[config.mk]
export PLATFORM = sky130hd
export DESIGN_NAME = cbfd_seq
export DESIGN_NICKNAME = d
export VERILOG_FILES = /design/src/rtl/cbfd_pkg.sv /design/src/rtl/cbfd_seq.sv
export SDC_FILE = /design/constraint.sdc
export NUM_CORES = 1
export LEC_CHECK = 0
export BUFFER_PORTS_ARGS = -buffer_cell sky130_fd_sc_hd__buf_2
export CAP_MARGIN = 10
export CORE_MARGIN = 2
export CORE_UTILIZATION = 35
export CTS_CLUSTER_DIAMETER = 150
export DETAILED_ROUTE_END_ITERATION = 7
export GPL_TIMING_DRIVEN = 0
export PLACE_DENSITY = 0.59
export SLEW_MARGIN = 30
export SYNTH_ARGS = -nofsm -noshare
export SYNTH_HDL_FRONTEND = slang
export SYNTH_SLANG_ARGS = --single-unit
[constraint.sdc]
create_clock -name clk -period 4.7 [get_ports clk]
set_clock_uncertainty 0.1 [all_clocks]
set_input_delay 0.235 -clock clk [delete_from_list [all_inputs] [get_ports clk]]
set_output_delay 0.235 -clock clk [all_outputs]
set_load 0.02 [all_outputs]
[src/rtl/cbfd_pkg.sv]
`default_nettype none

package cbfd_pkg;

  // datapath widths
  localparam int ACC_W       = 64;
  localparam int HALF_W      = 32;
  localparam int FRAC_W      = 16;
  localparam int OUT_W       = 24;
  localparam int STEPS_W     = 6;
  localparam int CFG_INDEX_W = 4;
  localparam int CFG_DATA_W  = 16;
  localparam int SEEN_W      = 2;
  localparam int PC_W        = 3;

  // output scaling: floor(acc / (6 * 2^24)) = floor((acc >>> 25) / 3)
  localparam int ACC_SHIFT   = 25;
  localparam int T_W         = ACC_W - ACC_SHIFT;
  localparam int U_W         = 26;
  localparam int RECIP_SHIFT = 27;
  localparam logic [U_W-1:0]        RECIP        = U_W'(44739243);
  localparam logic signed [T_W-1:0] OUT_BIAS     = T_W'(25165824);
  localparam logic signed [T_W-1:0] OUT_BIAS_NEG = T_W'(-25165824);
  localparam logic [OUT_W-1:0]      OUT_MAX      = 24'h7FFFFF;
  localparam logic [OUT_W-1:0]      OUT_MIN      = 24'h800000;

  // register map
  localparam logic [CFG_INDEX_W-1:0] REG_SEGMENT_STEPS = 4'd0;
  localparam logic [CFG_INDEX_W-1:0] REG_STEP_FRACTION = 4'd1;
  localparam logic [STEPS_W-1:0]     STEPS_RESET       = 6'd8;
  localparam logic [FRAC_W-1:0]      FRACTION_RESET    = 16'd8192;

  localparam logic [SEEN_W-1:0] SEEN_ONE  = 2'd1;
  localparam logic [SEEN_W-1:0] SEEN_FULL = 2'd3;

  // microprogram addresses
  localparam logic [PC_W-1:0] STEP_IDLE  = 3'd0;
  localparam logic [PC_W-1:0] STEP_MUL_C = 3'd1;
  localparam logic [PC_W-1:0] STEP_MUL_B = 3'd2;
  localparam logic [PC_W-1:0] STEP_MUL_A = 3'd3;
  localparam logic [PC_W-1:0] STEP_ADD_A = 3'd4;
  localparam logic [PC_W-1:0] STEP_EMIT  = 3'd5;

  typedef enum logic [2:0] {
    L_NOP,
    L_MUL_C,
    L_MUL_B,
    L_MUL_A,
    L_ADD_A,
    L_STEP
  } lane_op_t;

  typedef enum logic [1:0] {
    S_NONE,
    S_H2,
    S_H3
  } scal_op_t;

  typedef enum logic [1:0] {
    J_NEXT,
    J_GOTO,
    J_ACCEPT,
    J_LOOP
  } jmp_t;

  typedef struct packed {
    scal_op_t        scal_op;
    lane_op_t        lane_op;
    jmp_t            jmp;
    logic [PC_W-1:0] target;
    logic            in_ready;
    logic            emit;
    logic            clr_k;
  } ucode_t;

  typedef struct packed {
    lane_op_t lane_op;
    scal_op_t scal_op;
    logic     in_ready;
    logic     emit;
    logic     last;
  } seq_ctrl_t;

  typedef struct packed {
    lane_op_t op;
    logic     load;
    logic     adv;
  } lane_ctrl_t;

  // control store
  function automatic ucode_t ucode_rom(input logic [PC_W-1:0] pc);
    ucode_t w;
    w = '{scal_op: S_NONE, lane_op: L_NOP, jmp: J_GOTO, target: STEP_IDLE,
          in_ready: 1'b0, emit: 1'b0, clr_k: 1'b0};
    unique case (pc)
      STEP_IDLE: begin
        w.jmp      = J_ACCEPT;
        w.target   = STEP_MUL_C;
        w.in_ready = 1'b1;
      end
      STEP_MUL_C: begin
        w.scal_op = S_H2;
        w.lane_op = L_MUL_C;
        w.jmp     = J_NEXT;
      end
      STEP_MUL_B: begin
        w.scal_op = S_H3;
        w.lane_op = L_MUL_B;
        w.jmp     = J_NEXT;
      end
      STEP_MUL_A: begin
        w.lane_op = L_MUL_A;
        w.jmp     = J_NEXT;
      end
      STEP_ADD_A: begin
        w.lane_op = L_ADD_A;
        w.jmp     = J_NEXT;
        w.clr_k   = 1'b1;
      end
      STEP_EMIT: begin
        w.lane_op = L_STEP;
        w.jmp     = J_LOOP;
        w.target  = STEP_IDLE;
        w.emit    = 1'b1;
      end
      default: begin
        w.jmp    = J_GOTO;
        w.target = STEP_IDLE;
      end
    endcase
    return w;
  endfunction

endpackage

`default_nettype wire

[src/rtl/cbfd_seq.sv]
`default_nettype none

module cbfd_seq import cbfd_pkg::*; #(
  parameter int MAX_SEGMENT_STEPS = 63
) (
  input  logic                                   clk,
  input  logic                                   rst,
  input  logic                                   seg_start,
  input  logic                                   adv,
  input  logic [$clog2(MAX_SEGMENT_STEPS+1)-1:0] n_eff,
  output seq_ctrl_t                              ctrl
);

  localparam int CW = $clog2(MAX_SEGMENT_STEPS + 1);

  logic [PC_W-1:0] pc;
  logic [PC_W-1:0] pc_next;
  logic [CW-1:0]   k;
  logic [CW-1:0]   k_next;
  logic            last;
  ucode_t          word;

  assign word = ucode_rom(pc);
  assign last = (k == n_eff);

  // step counter and loop counter
  always_comb begin
    pc_next = pc;
    k_next  = k;
    unique case (word.jmp)
      J_NEXT:   pc_next = pc + 1'b1;
      J_GOTO:   pc_next = word.target;
      J_ACCEPT: if (seg_start) pc_next = word.target;
      J_LOOP: begin
        if (adv) begin
          if (last) pc_next = word.target;
          else k_next = k + 1'b1;
        end
      end
      default:  pc_next = STEP_IDLE;
    endcase
    if (word.clr_k) k_next = '0;
  end

  always_ff @(posedge clk) begin
    if (rst) begin
      pc <= STEP_IDLE;
      k  <= '0;
    end else begin
      pc <= pc_next;
      k  <= k_next;
    end
  end

  // control word decode
  always_comb begin
    ctrl.lane_op  = word.lane_op;
    ctrl.scal_op  = word.scal_op;
    ctrl.in_ready = word.in_ready;
    ctrl.emit     = word.emit;
    ctrl.last     = last;
  end

endmodule

`default_nettype wire

==> results.cfg <==
[drt]
route.detailed.drc = 0
ant_nets = 0
highest_layer = met3
wl_met2_um = 655
wl_met3_um = 93
drtIter0Drc = 7
wirelength_mm = 1.48
vias_per_cell = 4.85
wl_per_cell_um = 10.9
vias = 659
met1Wirelength_um = 731
first_pass_iters = 4

[clocking]
clkLatencyLatePin_ns = 0.26
cts.sink_count = 9
root_buffer = clkbuf_4
hold_buffers = 0
clk_pin_slew_worst_paths_ns = 0.07
cts_buffer_depth = 2
post_cts_resized = 0
cts_buffers = 3
postCtsSetupRepairBufs = 0
cts_tree = done
ctsHtreeMaxLevel = 1

[placement]
place_hpwl_mm = 1.16
place_congestion = 0.759
port_buffers = 17
pre_cts_ws_ns = 2.77
dp.cells = 132

[sta]
drv_slew = 0
period_share_pct = 45.6
fin_setup_tns_ns = 0
setup_slack_ns = 2.55
hold_viol_final = 0
rsz0062_at_grt = false
setup_violations = 0
worst_slew_pin_slew_ns = 0.465
finalCriticalPeriod_ns = 2.15
max_freq_mhz = 466
slew_headroom_pct = 68.9

[synthesis]
synth_warnings = 0
synth-seq-cells = 9
synth_nets = 104
syn_area_um2 = 722
yosysSeqAreaShare_pct = 25.0
netlist_instances = 88
synth_cell_type_count = 28
syn_area_per_cell_um2 = 8.20

[layout]
finalNonFillerCells = 136
fill_cells = 210
area_growth_pct = 20.1
multi_input_area_um2 = 510
n_antenna_cell = 0
seq_area_um2 = 180
drive_gt1_share_pct = 25.7
nNetsFinal = 126

[min_path]
hold_depth = 2
worstHoldPathType = input port to flop
min_from = rst

[worst_setup_path]
arrival_ns = 1.81
path_delay_family = buffers and inverters
crit_path_start = pc[2]
critPathMaxStageDelay_ns = 0.31
worst-endpoint-required_ns = 4.37
cp_slowest_cell = or2_2
path_depth = 6
crit_type = flop to output pin
rr_worst_depth = 7
cp-end-kind = output pin
r2r_start = pc[2]
path_max_fanout = 10
cp-start-kind = flop
path_cells = buf_2 > inv_1 > ha_1 > or2_2 > a31o_2 > buf_2
reg2reg_slack_ns = 2.76
critPathBufInv = 3
critical_path.most_common_cell = buf_2

[floorplan]
die_area_um2 = 2440
fp.dieW_um = 49.4
core_um2 = 1960
row_count = 16
ios = 18
initial_core_util_pct = 36.8
die_height_um = 49.4

[global_route]
grt-ovfl-total = 0
grt_pass1_wl_mm = 2.49
grt_max_degree = 11
grt_antenna_before_repair = 0
grt_pass1_vias = 576
track_usage_pct = 13.3

[pwr]
internal_power_w = 0.000130
swShare_pct = 30.9
combPwrFrac_pct = 24.2
seqPwrFrac_pct = 42.3
powerDensity_nw_per_um2 = 216
cellLeakagePower_nw = 0.402
vdd_ir_drop_max_mv = 0.122
p_sw_w = 0.0000579
power_frac_clock_pct = 33.4

[run]
max_cap_viol_count = 0

[run_status]
status = finished clean
[per-layer routing]
layer / vias up / track usage [%]
li1: 349 / -
met1: 293 / 17.3
met2: 17 / 20.5
met3: 0 / 5.52
met4: 0 / 2.78
met5: - / 0
[power by group through the flow]
stage	combinational [W]	sequential (W)	clock [W]
2_1_floorplan	0.0000322	0.0000806	0
3_3_place_gp	0.0000448	0.0000812	0
3_5_place_dp	0.0000460	0.0000812	0
4_1_cts	0.0000462	0.0000794	0.0000658
5_1_grt	0.0000502	0.0000795	0.0000702
6_report	0.0000455	0.0000794	0.0000628
[cells in the mapped netlist (all sizes together)]
| cell | n | area [µm²] |
|---|---|---|
| a211oi | 3 | 22.5 |
| or2 | 1 | 6.26 |
| clkbuf | 1 | 3.75 |
| nand4 | 2 | 12.5 |
| nand3 | 2 | 10.0 |
| a21o | 1 | 7.51 |
| nor2 | 6 | 22.5 |
| buf | 2 | 12.5 |
| and2 | 2 | 12.5 |
| or3 | 1 | 6.26 |
| o21ba | 1 | 10.0 |
| a21oi | 10 | 53.8 |
| dfxtp | 9 | 180 |
| xor2 | 6 | 52.6 |
| inv | 4 | 15.0 |
| a31o | 2 | 17.5 |
| mux2i | 6 | 60.1 |
| nor3b | 1 | 7.51 |
| nor2b | 3 | 18.8 |
| nor4 | 1 | 21.3 |
| and3 | 1 | 6.26 |
| nand2 | 10 | 37.5 |
| a22o | 1 | 8.76 |
| ha | 6 | 75.1 |
| a221o | 1 | 10.0 |
| nand2b | 5 | 31.3 |
[final timing paths]
path                   to
setup reg to reg    pc[0]
hold reg to reg      k[5]
setup / recovery  ctrl[5]
hold / removal      pc[0]
[logic make-up (layout without fill, tap and decap cells)]
kind of cell	after synthesis	after routing	share of synthesized area (%)
AO/OA/AOI/OAI	19	19	18.0
XOR/XNOR	6	6	7.28
adder cells (fa/ha/maj)	6	6	10.4
buffers and inverters	7	28	4.33
flip-flops	9	9	25.0
multiplexers	6	6	8.32
AND/OR/NAND/NOR	35	35	26.7
[sequential cells by signal (all words and copies together) (netlist names)]
signal and count:
pc 3, k 6
[stage by stage]
step | power, W | hold slack [ns] | instance area [µm²] | util, %
6_report | 0.000188 | 0.0745 | 867 | 44.2
5_1_grt | 0.000200 | 0.0727 | 867 | 44.2
4_1_cts | 0.000191 | 0.0666 | 867 | 44.2
3_5_place_dp | 0.000127 | 0.355 | 841 | 42.9
3_3_place_gp | 0.000126 | 0.358 | 841 | 42.9
2_1_floorplan | 0.000113 | 0.204 | 722 | -
[placed cells by master, fill, tap and decap left out]
master     n
a211oi_1   3
a21o_1     1
a21oi_1    9
a21oi_2    1
a221o_1    1
a22o_1     1
a31o_2     2
and2_1     2
and3_1     1
buf_2     18
buf_4      1
clkbuf_1   2
clkbuf_4   3
dfxtp_1    9
ha_1       6
inv_1      4
mux2i_1    6
nand2_1   10
nand2b_1   5
nand3_1    2
nand4_1    2
nor2_1     6
nor2b_1    3
nor3b_1    1
nor4_4     1
o21ba_2    1
or2_2      1
or3_1      1
xor2_1     6
[cell type report]
cell class / count / area share, %
Sequential cell: 9 / 20.8
Tap cell: 27 / 3.90
Inverter: 4 / 1.73
Buffer: 3 / 1.88
Timing Repair Buffer: 17 / 9.81
Clock buffer: 4 / 3.03
Multi-Input combinational cell: 72 / 58.9
Power figures use the tool's default switching activity.
